$ cat src/sv/swmm_pkg.sv
package swmm_pkg;

    // Storage and field widths
    localparam int WINDOW_MAX    = 64;
    localparam int SAMPLE_BITS   = 16;
    localparam int ADDR_BITS     = $clog2(WINDOW_MAX);
    localparam int LEN_BITS      = 7;
    localparam int SUM_BITS      = SAMPLE_BITS + ADDR_BITS;
    localparam int DIV_CNT_BITS  = $clog2(SUM_BITS);
    localparam int APB_ADDR_BITS = 3;
    localparam int APB_DATA_BITS = 32;

    typedef logic signed [SAMPLE_BITS-1:0] sample_t;
    typedef logic signed [SUM_BITS-1:0]    sum_t;
    typedef logic [LEN_BITS-1:0]           len_t;
    typedef logic [ADDR_BITS-1:0]          addr_t;

    // Register map (word index within the APB space)
    localparam logic REG_WINDOW_LENGTH = 1'b0;

    localparam len_t LEN_RESET = len_t'(8);
    localparam len_t LEN_LIMIT = len_t'(WINDOW_MAX);
    localparam len_t LEN_MIN   = len_t'(2);

    // Scan start values
    localparam sample_t SAMPLE_POS_MAX = {1'b0, {(SAMPLE_BITS-1){1'b1}}};
    localparam sample_t SAMPLE_NEG_MAX = {1'b1, {(SAMPLE_BITS-1){1'b0}}};

    // Status codes
    localparam logic STATUS_VALID = 1'b0;
    localparam logic STATUS_SHORT = 1'b1;

    // Handshake between sequencer and divider
    typedef struct packed {
        logic start;
        len_t divisor;
    } div_req_t;

endpackage

$ cat src/sv/sliding_window_min_avg_max.sv
// With L the effective window length (2..64), each accepted item is scanned by L
// RAM reads through the shared compare/add unit; once the reads drain, the serial
// divider runs 22 steps. A window of one or zero skips the scan and the divider.
// A new item is not accepted until the previous result has entered the output register.
// Reset clears the sequencer, write pointer, fill count and sets window_length
// to 8; the first sample after reset stands in for every ring entry not yet written.
module sliding_window_min_avg_max (
    input  logic                                clk,
    input  logic                                rst_n,
    // sample
    input  logic                                s_axis_tvalid,
    output logic                                s_axis_tready,
    input  logic [15:0]                         s_axis_tdata,
    // window_min [15:0], window_mean [31:16], window_max [47:32]
    output logic                                m_axis_tvalid,
    input  logic                                m_axis_tready,
    output logic [47:0]                         m_axis_tdata,
    // status [0]
    output logic [0:0]                          m_axis_tuser,
    input  logic                                psel,
    input  logic                                penable,
    input  logic                                pwrite,
    input  logic [swmm_pkg::APB_ADDR_BITS-1:0]  paddr,
    input  logic [swmm_pkg::APB_DATA_BITS-1:0]  pwdata,
    output logic [swmm_pkg::APB_DATA_BITS-1:0]  prdata,
    output logic                                pready
);
    import swmm_pkg::*;

    typedef enum logic [1:0] {
        ST_IDLE,
        ST_SCAN,
        ST_DIV,
        ST_DONE
    } state_t;

    state_t        state_reg, state_next;
    logic          primed_reg, primed_next;
    len_t          fill_reg, fill_next;
    addr_t         wptr_reg, wptr_next;
    sample_t       prime_reg, prime_next;
    len_t          cfg_len_reg, cfg_len_next;
    len_t          len_reg, len_next;
    len_t          remain_reg, remain_next;
    addr_t         rd_addr_reg, rd_addr_next;
    logic          rd_pend_reg, rd_pend_next;
    logic          rd_prime_reg, rd_prime_next;
    sample_t       min_reg, min_next;
    sample_t       max_reg, max_next;
    sum_t          sum_reg, sum_next;
    logic          short_reg, short_next;
    logic          out_valid_reg, out_valid_next;
    sample_t       out_min_reg, out_min_next;
    sample_t       out_mean_reg, out_mean_next;
    sample_t       out_max_reg, out_max_next;
    logic          out_status_reg, out_status_next;

    logic          in_fire;
    logic          cfg_write;
    logic          ram_re;
    sample_t       ram_rdata;
    sample_t       scan_val;
    div_req_t      div_req;
    logic          div_done;
    sample_t       div_quo;
    len_t          len_eff;

    assign in_fire   = s_axis_tvalid && s_axis_tready;
    assign cfg_write = psel && penable && pwrite && pready;
    assign ram_re    = (state_reg == ST_SCAN) && (remain_reg != '0);
    assign scan_val  = rd_prime_reg ? prime_reg : ram_rdata;
    assign len_eff   = (cfg_len_reg > LEN_LIMIT) ? LEN_LIMIT : cfg_len_reg;

    // Ring of recent samples
    swmm_ram #(
        .WIDTH (SAMPLE_BITS),
        .DEPTH (WINDOW_MAX)
    ) u_ring (
        .clk   (clk),
        .we    (in_fire),
        .waddr (wptr_reg),
        .wdata (s_axis_tdata),
        .re    (ram_re),
        .raddr (rd_addr_reg),
        .rdata (ram_rdata)
    );

    // Serial divider for the mean
    swmm_div u_div (
        .clk      (clk),
        .rst_n    (rst_n),
        .req      (div_req),
        .dividend (sum_reg),
        .done     (div_done),
        .quotient (div_quo)
    );

    // Sequencer and datapath next state
    always_comb
    begin
        state_next      = state_reg;
        primed_next     = primed_reg;
        fill_next       = fill_reg;
        wptr_next       = wptr_reg;
        prime_next      = prime_reg;
        cfg_len_next    = cfg_len_reg;
        len_next        = len_reg;
        remain_next     = remain_reg;
        rd_addr_next    = rd_addr_reg;
        rd_pend_next    = 1'b0;
        rd_prime_next   = rd_prime_reg;
        min_next        = min_reg;
        max_next        = max_reg;
        sum_next        = sum_reg;
        short_next      = short_reg;
        out_valid_next  = out_valid_reg;
        out_min_next    = out_min_reg;
        out_mean_next   = out_mean_reg;
        out_max_next    = out_max_reg;
        out_status_next = out_status_reg;
        div_req.start   = 1'b0;
        div_req.divisor = len_reg;

        if (cfg_write && (paddr[2] == REG_WINDOW_LENGTH))
        begin
            cfg_len_next = pwdata[LEN_BITS-1:0];
        end

        // Drop the result once taken
        if (out_valid_reg && m_axis_tready)
        begin
            out_valid_next = 1'b0;
        end

        case (state_reg)
            ST_IDLE:
            begin
                if (in_fire)
                begin
                    if (!primed_reg)
                    begin
                        prime_next  = s_axis_tdata;
                        primed_next = 1'b1;
                        fill_next   = len_t'(1);
                    end
                    else if (fill_reg != LEN_LIMIT)
                    begin
                        fill_next = fill_reg + 1'b1;
                    end
                    wptr_next    = wptr_reg + 1'b1;
                    rd_addr_next = wptr_reg;
                    len_next     = len_eff;
                    remain_next  = len_eff;
                    min_next     = SAMPLE_POS_MAX;
                    max_next     = SAMPLE_NEG_MAX;
                    sum_next     = '0;
                    short_next   = (cfg_len_reg < LEN_MIN);
                    state_next   = (cfg_len_reg < LEN_MIN) ? ST_DONE : ST_SCAN;
                end
            end
            ST_SCAN:
            begin
                // Issue one read a cycle, walking back from the newest slot
                if (remain_reg != '0)
                begin
                    rd_pend_next  = 1'b1;
                    rd_prime_next = ({1'b0, rd_addr_reg} >= fill_reg);
                    rd_addr_next  = rd_addr_reg - 1'b1;
                    remain_next   = remain_reg - 1'b1;
                end
                else if (!rd_pend_reg)
                begin
                    div_req.start = 1'b1;
                    state_next    = ST_DIV;
                end
            end
            ST_DIV:
            begin
                if (div_done)
                begin
                    state_next = ST_DONE;
                end
            end
            ST_DONE:
            begin
                // Hold until the output register is free
                if (!out_valid_reg || m_axis_tready)
                begin
                    out_valid_next  = 1'b1;
                    out_min_next    = short_reg ? '0 : min_reg;
                    out_mean_next   = short_reg ? '0 : div_quo;
                    out_max_next    = short_reg ? '0 : max_reg;
                    out_status_next = short_reg ? STATUS_SHORT : STATUS_VALID;
                    state_next      = ST_IDLE;
                end
            end
            default:
            begin
                state_next = ST_IDLE;
            end
        endcase

        // Shared compare/add unit on the returning read
        if (rd_pend_reg)
        begin
            if (scan_val < min_reg)
            begin
                min_next = scan_val;
            end
            if (scan_val > max_reg)
            begin
                max_next = scan_val;
            end
            sum_next = sum_reg + sum_t'(scan_val);
        end
    end

    always_ff @(posedge clk or negedge rst_n)
    begin
        if (!rst_n)
        begin
            state_reg     <= ST_IDLE;
            primed_reg    <= 1'b0;
            fill_reg      <= '0;
            wptr_reg      <= '0;
            cfg_len_reg   <= LEN_RESET;
            remain_reg    <= '0;
            rd_pend_reg   <= 1'b0;
            out_valid_reg <= 1'b0;
        end
        else
        begin
            state_reg     <= state_next;
            primed_reg    <= primed_next;
            fill_reg      <= fill_next;
            wptr_reg      <= wptr_next;
            cfg_len_reg   <= cfg_len_next;
            remain_reg    <= remain_next;
            rd_pend_reg   <= rd_pend_next;
            out_valid_reg <= out_valid_next;
        end
    end

    always_ff @(posedge clk)
    begin
        prime_reg      <= prime_next;
        len_reg        <= len_next;
        rd_addr_reg    <= rd_addr_next;
        rd_prime_reg   <= rd_prime_next;
        min_reg        <= min_next;
        max_reg        <= max_next;
        sum_reg        <= sum_next;
        short_reg      <= short_next;
        out_min_reg    <= out_min_next;
        out_mean_reg   <= out_mean_next;
        out_max_reg    <= out_max_next;
        out_status_reg <= out_status_next;
    end

    // Ports
    assign s_axis_tready   = (state_reg == ST_IDLE);
    assign m_axis_tvalid   = out_valid_reg;
    assign m_axis_tdata    = {out_max_reg, out_mean_reg, out_min_reg};
    assign m_axis_tuser[0] = out_status_reg;
    assign pready          = 1'b1;
    assign prdata          = (paddr[2] == REG_WINDOW_LENGTH)
                             ? {{(APB_DATA_BITS-LEN_BITS){1'b0}}, cfg_len_reg}
                             : '0;

    // Checks
    a_short_zero: assert property (@(posedge clk) disable iff (!rst_n)
        (m_axis_tvalid && (m_axis_tuser[0] == STATUS_SHORT)) |-> (m_axis_tdata == '0))
        else $error("short window result carries nonzero statistics");

    a_order: assert property (@(posedge clk) disable iff (!rst_n)
        (m_axis_tvalid && (m_axis_tuser[0] == STATUS_VALID)) |->
        (($signed(out_min_reg) <= $signed(out_mean_reg)) &&
         ($signed(out_mean_reg) <= $signed(out_max_reg))))
        else $error("mean outside min..max");

    a_read_in_scan: assert property (@(posedge clk) disable iff (!rst_n)
        rd_pend_reg |-> (state_reg == ST_SCAN))
        else $error("ring read returned outside the scan");

    a_fill: assert property (@(posedge clk) disable iff (!rst_n)
        (fill_reg <= LEN_LIMIT) && (primed_reg == (fill_reg != '0)))
        else $error("fill count out of step with priming");

    a_div_start: assert property (@(posedge clk) disable iff (!rst_n)
        div_req.start |=> (state_reg == ST_DIV))
        else $error("divider started outside the scan end");

endmodule

$ cat src/sv/swmm_ram.sv
module swmm_ram #(
    parameter int WIDTH = 16,
    parameter int DEPTH = 64
) (
    input  logic                     clk,
    input  logic                     we,
    input  logic [$clog2(DEPTH)-1:0] waddr,
    input  logic [WIDTH-1:0]         wdata,
    input  logic                     re,
    input  logic [$clog2(DEPTH)-1:0] raddr,
    output logic [WIDTH-1:0]         rdata
);

    logic [WIDTH-1:0] mem [DEPTH];
    logic [WIDTH-1:0] rdata_reg;

    // Write port and registered read port
    always_ff @(posedge clk)
    begin
        if (we)
        begin
            mem[waddr] <= wdata;
        end
        if (re)
        begin
            rdata_reg <= mem[raddr];
        end
    end

    assign rdata = rdata_reg;

endmodule

$ cat src/sv/swmm_div.sv
module swmm_div (
    input  logic              clk,
    input  logic              rst_n,
    input  swmm_pkg::div_req_t req,
    input  swmm_pkg::sum_t    dividend,
    output logic              done,
    output swmm_pkg::sample_t quotient
);
    import swmm_pkg::*;

    typedef enum logic [1:0] {
        DV_IDLE,
        DV_RUN,
        DV_FIX
    } dv_state_t;

    dv_state_t               state_reg, state_next;
    logic [SUM_BITS-1:0]     quo_reg, quo_next;
    logic [LEN_BITS-1:0]     rem_reg, rem_next;
    len_t                    dvs_reg, dvs_next;
    logic [DIV_CNT_BITS-1:0] cnt_reg, cnt_next;
    logic                    neg_reg, neg_next;
    logic                    done_reg, done_next;
    sample_t                 res_reg, res_next;

    logic [LEN_BITS:0]       trial;
    logic [LEN_BITS:0]       diff;
    logic                    fits;
    logic [SUM_BITS-1:0]     signed_quo;

    // One restoring step a cycle on the magnitude
    assign trial      = {rem_reg, quo_reg[SUM_BITS-1]};
    assign diff       = trial - {1'b0, dvs_reg};
    assign fits       = (trial >= {1'b0, dvs_reg});
    assign signed_quo = neg_reg ? (~quo_reg + 1'b1) : quo_reg;

    always_comb
    begin
        state_next = state_reg;
        quo_next   = quo_reg;
        rem_next   = rem_reg;
        dvs_next   = dvs_reg;
        cnt_next   = cnt_reg;
        neg_next   = neg_reg;
        done_next  = 1'b0;
        res_next   = res_reg;
        case (state_reg)
            DV_IDLE:
            begin
                if (req.start)
                begin
                    neg_next   = dividend[SUM_BITS-1];
                    quo_next   = dividend[SUM_BITS-1] ? (~dividend + 1'b1) : dividend;
                    rem_next   = '0;
                    dvs_next   = req.divisor;
                    cnt_next   = '0;
                    state_next = DV_RUN;
                end
            end
            DV_RUN:
            begin
                rem_next = fits ? diff[LEN_BITS-1:0] : trial[LEN_BITS-1:0];
                quo_next = {quo_reg[SUM_BITS-2:0], fits};
                cnt_next = cnt_reg + 1'b1;
                if (cnt_reg == DIV_CNT_BITS'(SUM_BITS - 1))
                begin
                    state_next = DV_FIX;
                end
            end
            DV_FIX:
            begin
                // Restore the sign, truncation toward zero falls out
                res_next   = sample_t'(signed_quo[SAMPLE_BITS-1:0]);
                done_next  = 1'b1;
                state_next = DV_IDLE;
            end
            default:
            begin
                state_next = DV_IDLE;
            end
        endcase
    end

    always_ff @(posedge clk or negedge rst_n)
    begin
        if (!rst_n)
        begin
            state_reg <= DV_IDLE;
            cnt_reg   <= '0;
            done_reg  <= 1'b0;
        end
        else
        begin
            state_reg <= state_next;
            cnt_reg   <= cnt_next;
            done_reg  <= done_next;
        end
    end

    always_ff @(posedge clk)
    begin
        quo_reg <= quo_next;
        rem_reg <= rem_next;
        dvs_reg <= dvs_next;
        neg_reg <= neg_next;
        res_reg <= res_next;
    end

    assign done     = done_reg;
    assign quotient = res_reg;

endmodule

$ cat config.mk
export PLATFORM = sky130hd
export DESIGN_NAME = sliding_window_min_avg_max
export DESIGN_NICKNAME = d
export VERILOG_FILES = /design/src/sv/swmm_pkg.sv /design/src/sv/sliding_window_min_avg_max.sv /design/src/sv/swmm_ram.sv /design/src/sv/swmm_div.sv
export SDC_FILE = /design/constraint.sdc
export NUM_CORES = 1
export LEC_CHECK = 0
export CAP_MARGIN = 20
export CELL_PAD_IN_SITES_DETAIL_PLACEMENT = 1
export CELL_PAD_IN_SITES_GLOBAL_PLACEMENT = 2
export CORE_MARGIN = 8
export CORE_UTILIZATION = 52
export CTS_CLUSTER_SIZE = 14
export DETAILED_ROUTE_END_ITERATION = 16
export DONT_BUFFER_PORTS = 1
export GPL_TIMING_DRIVEN = 1
export PLACE_DENSITY_LB_ADDON = 0.1
export RECOVER_POWER = 50
export SETUP_SLACK_MARGIN = 0.2
export SLEW_MARGIN = 0
export SYNTH_ARGS = -nofsm -noshare
export SYNTH_HDL_FRONTEND = slang
export SYNTH_SLANG_ARGS = --single-unit
$ cat constraint.sdc
create_clock -name clk -period 5.55 [get_ports clk]
set_input_delay 0.8325 -clock clk [delete_from_list [all_inputs] [get_ports clk]]
set_output_delay 0.8325 -clock clk [all_outputs]
set_load 0.02 [all_outputs]
==> flow_summary.json <==
{
  "outcome": "finished, violations left",
  "failed_checks": "max-capacitance violations, max-slew violations",
  "fmax_ghz": 0.210,
  "largest_reg_flops": 1024,
  "synthTopCellsByCount": "edfxtp_1, mux4_2, mux2i_1, nor2_1, nand2_1",
  "intPower_uw": 19900,
  "whs_ns": 0.180,
  "worstSetupPathType": "flip-flop to flip-flop",
  "wl_per_cell_um": 29.5,
  "antenna_left": 0,
  "synth.avg_cell_area_um2": 17.3,
  "synth_area_leader_cell": "edfxtp_1",
  "slowest_stage": "clkbuf_1",
  "synth_top_flop_cell": "edfxtp_1",
  "drcViolationCount": 0,
  "clockPowerShare_pct": 28.6,
  "skew_ns": 0.0440,
  "syn-cell-area_mm2": 0.0518,
  "diodes": 0,
  "total_power_uw": 30500,
  "cp-start-kind": "flip-flop",
  "nets": 3219,
  "drive_above_1_share_pct": 15.9,
  "die_h_um": 332,
  "peakVddDrop_v": 0.000378,
  "cp-end-kind": "flip-flop",
  "setup_viol": 0,
  "post-route-period-util_pct": 85.8,
  "cts.htree.levels": 4,
  "pwr-share-seq_pct": 39.6,
  "min_path_cells": 0,
  "p_leak_uw": 0.0196,
  "swShare_pct": 34.5,
  "tritoncts": "yes",
  "num_rows": 115,
  "grt_pass1_vias": 29100,
  "grt_overflow_total": 0,
  "die_area_mm2": 0.110,
  "viasPerCell": 6.20,
  "synth.top_cell.area_share_pct": 69.3,
  "worstMarginPinSlew_ns": 2.45,
  "crit_fanout": 16,
  "fin_crit_ns": 4.76,
  "grt_usage_pct": 23.7,
  "dp_slack_ns": 1.23,
  "via_count": 27700,
  "required_ns": 5.95,
  "drv_slew": 161,
  "boundaryPins": 142,
  "critPathMaxStageDelay_ns": 1.13,
  "synthToLayoutAreaGrowth_pct": 11.8,
  "hold_violations": 0,
  "setup_slack_ns": 0.790,
  "fp.coreArea_mm2": 0.0986,
  "clk_pin_slew_ns": 0.06,
  "min_path_type": "primary input to flip-flop",
  "rsz0062_at_grt": "no",
  "numCtsBuffers": 134,
  "cts_sinks": 1267,
  "io_buffers": 0,
  "gp_congestion": 0.901,
  "rr_worst_depth": 6,
  "yosys_warnings": 0,
  "postSynthCellCount": 2990,
  "yosys.cell_types.count": 71,
  "dp_hpwl_um": 82600,
  "totalWireLength_um": 132000,
  "root_buffer": "clkbuf_16",
  "drtPass1Iterations": 5,
  "initial_core_util_pct": 52.5,
  "synth_edf_count": 1195,
  "combPwrFrac_pct": 31.8,
  "antenna_found_initial": 2,
  "power_switching_uw": 10500,
  "crit_chain": "clkbuf_1 > mux4_2 > a22oi_1 > nand2_1 > a221oi_1 > a21oi_1",
  "die-width_um": 332,
  "cp.arrival_ns": 5.16,
  "synthTopCellsByArea": "edfxtp_1, mux4_2, mux2i_1",
  "num-fill-cells": 8686,
  "slew_headroom_pct": -63.7,
  "p_per_area_mw_per_mm2": 526,
  "dr.first_iter.drc_count": 2409,
  "fin_setup_tns_ns": 0,
  "grt_first_pass_wirelength_um": 195000,
  "grt_start_max_net_pins": 104,
  "synth.most_common_cell": "edfxtp_1",
  "ys_ff_latch": 1267,
  "yosysSeqAreaShare_pct": 72.5,
  "async_flop_share_pct": 3.16,
  "clock_path_buffers": 3,
  "utilization_pct": 58.7,
  "clk_latency_ns": 0.75,
  "cap_violations": 4,
  "cts-resized-gates": 0
}
## cells by family (layout without fill, tap and decap cells)
kind of cell | Yosys count | after routing | share of synthesized area (%)
buffers and inverters | 264 | 440 | 2.20
multiplexers | 387 | 387 | 12.1
AND/OR/NAND/NOR | 500 | 500 | 4.49
adder cells (fa/ha/maj) | 81 | 81 | 1.99
other | 2 | 26 | 0.0145
flip-flops | 1267 | 1267 | 72.5
AO/OA/AOI/OAI | 432 | 432 | 5.72
XOR/XNOR | 57 | 57 | 0.964
## stage by stage
step                      cells  area, um^2
after floorplan            3014       51900
after global placement     4224       53500
after detailed placement   4224       53500
after CTS                  4472       57800
after global routing       4477       57900
final                      4477       57900
## cells in the final DEF, fill, tap and decap left out, types with 7 or more instances in the layout
cell type / n
a22oi_1: 64
nand4_1: 20
nand2b_1: 18
nand2_1: 148
o21a_1: 10
edfxtp_1: 1195
clkinv_1: 31
o221ai_1: 66
dfxtp_1: 32
clkbuf_1: 45
xor2_1: 25
a21o_1: 10
a31oi_1: 18
nor3_1: 13
ha_1: 79
clkinv_2: 19
a21oi_1: 76
nor2b_1: 41
nor2_1: 175
xnor2_1: 32
o21ai_0: 68
inv_1: 86
or3_1: 9
inv_6: 7
buf_4: 87
nand3_1: 20
mux4_2: 192
bufinv_16: 9
nor2_2: 7
conb_1: 26
o22ai_1: 50
clkbuf_16: 138
mux2_2: 7
dfrtp_1: 39
a221oi_1: 17
o41ai_1: 9
mux2i_1: 187
## worst paths after layout
path / startpoint / to / slack [ns]
worst max-delay path: rd_addr_reg[0] / u_ring.rdata[13] / 0.79
worst min-delay path: s_axis_tdata[11] / u_ring.mem[13][11] / 0.18
worst max register to register: rd_addr_reg[0] / u_ring.rdata[13] / 0.79
worst min register to register: len_reg[1] / u_div.dvs_reg[1] / 0.40
max in group asynchronous: rst_n / cfg_len_reg[2] / 2.64
min in group asynchronous: rst_n / wptr_reg[3] / 1.49
## metal layers
layer	wire, um	global-route usage (%)
met5	0	0
met4	4640	8.70
met3	8090	3.95
met2	64600	39.0
met1	54800	32.1
## cell type report
type | instances | area [um^2] | area share [%]
flip-flops and latches | 1267 | 37500 | 64.9
multi-input cells | 1483 | 13200 | 22.9
clock buffers | 174 | 3570 | 6.16
well taps | 1287 | 1610 | 2.78
repair buffers | 106 | 896 | 1.55
clock inverters | 72 | 698 | 1.21
inverters | 88 | 330 | 0.571
## power by group through the flow
| stage | registers, uW | logic [uW] | clock network [uW] |
|---|---|---|---|
| floorplan | 12000 | 6490 | 0 |
| global placement | 12200 | 9370 | 0 |
| detailed placement | 12300 | 9630 | 0 |
| CTS | 12100 | 9700 | 8870 |
| global route | 12100 | 10400 | 9170 |
| finish | 12100 | 9700 | 8700 |
## critical path, delay by kind of cell (launching register included)
family                 cells  cell delay, ns
multiplexers               1            0.64
flip-flops                 1            1.06
AND/OR/NAND/NOR            1            0.10
AO/OA/AOI/OAI              3            1.46
buffers and inverters      1            1.13
## timing repair
action                                 in CTS  in global routing
hold buffers                                2                  0
endpoints found under the hold margin      40                  0
buffers inserted                            0                  0
(Power assumes the default switching activity.)
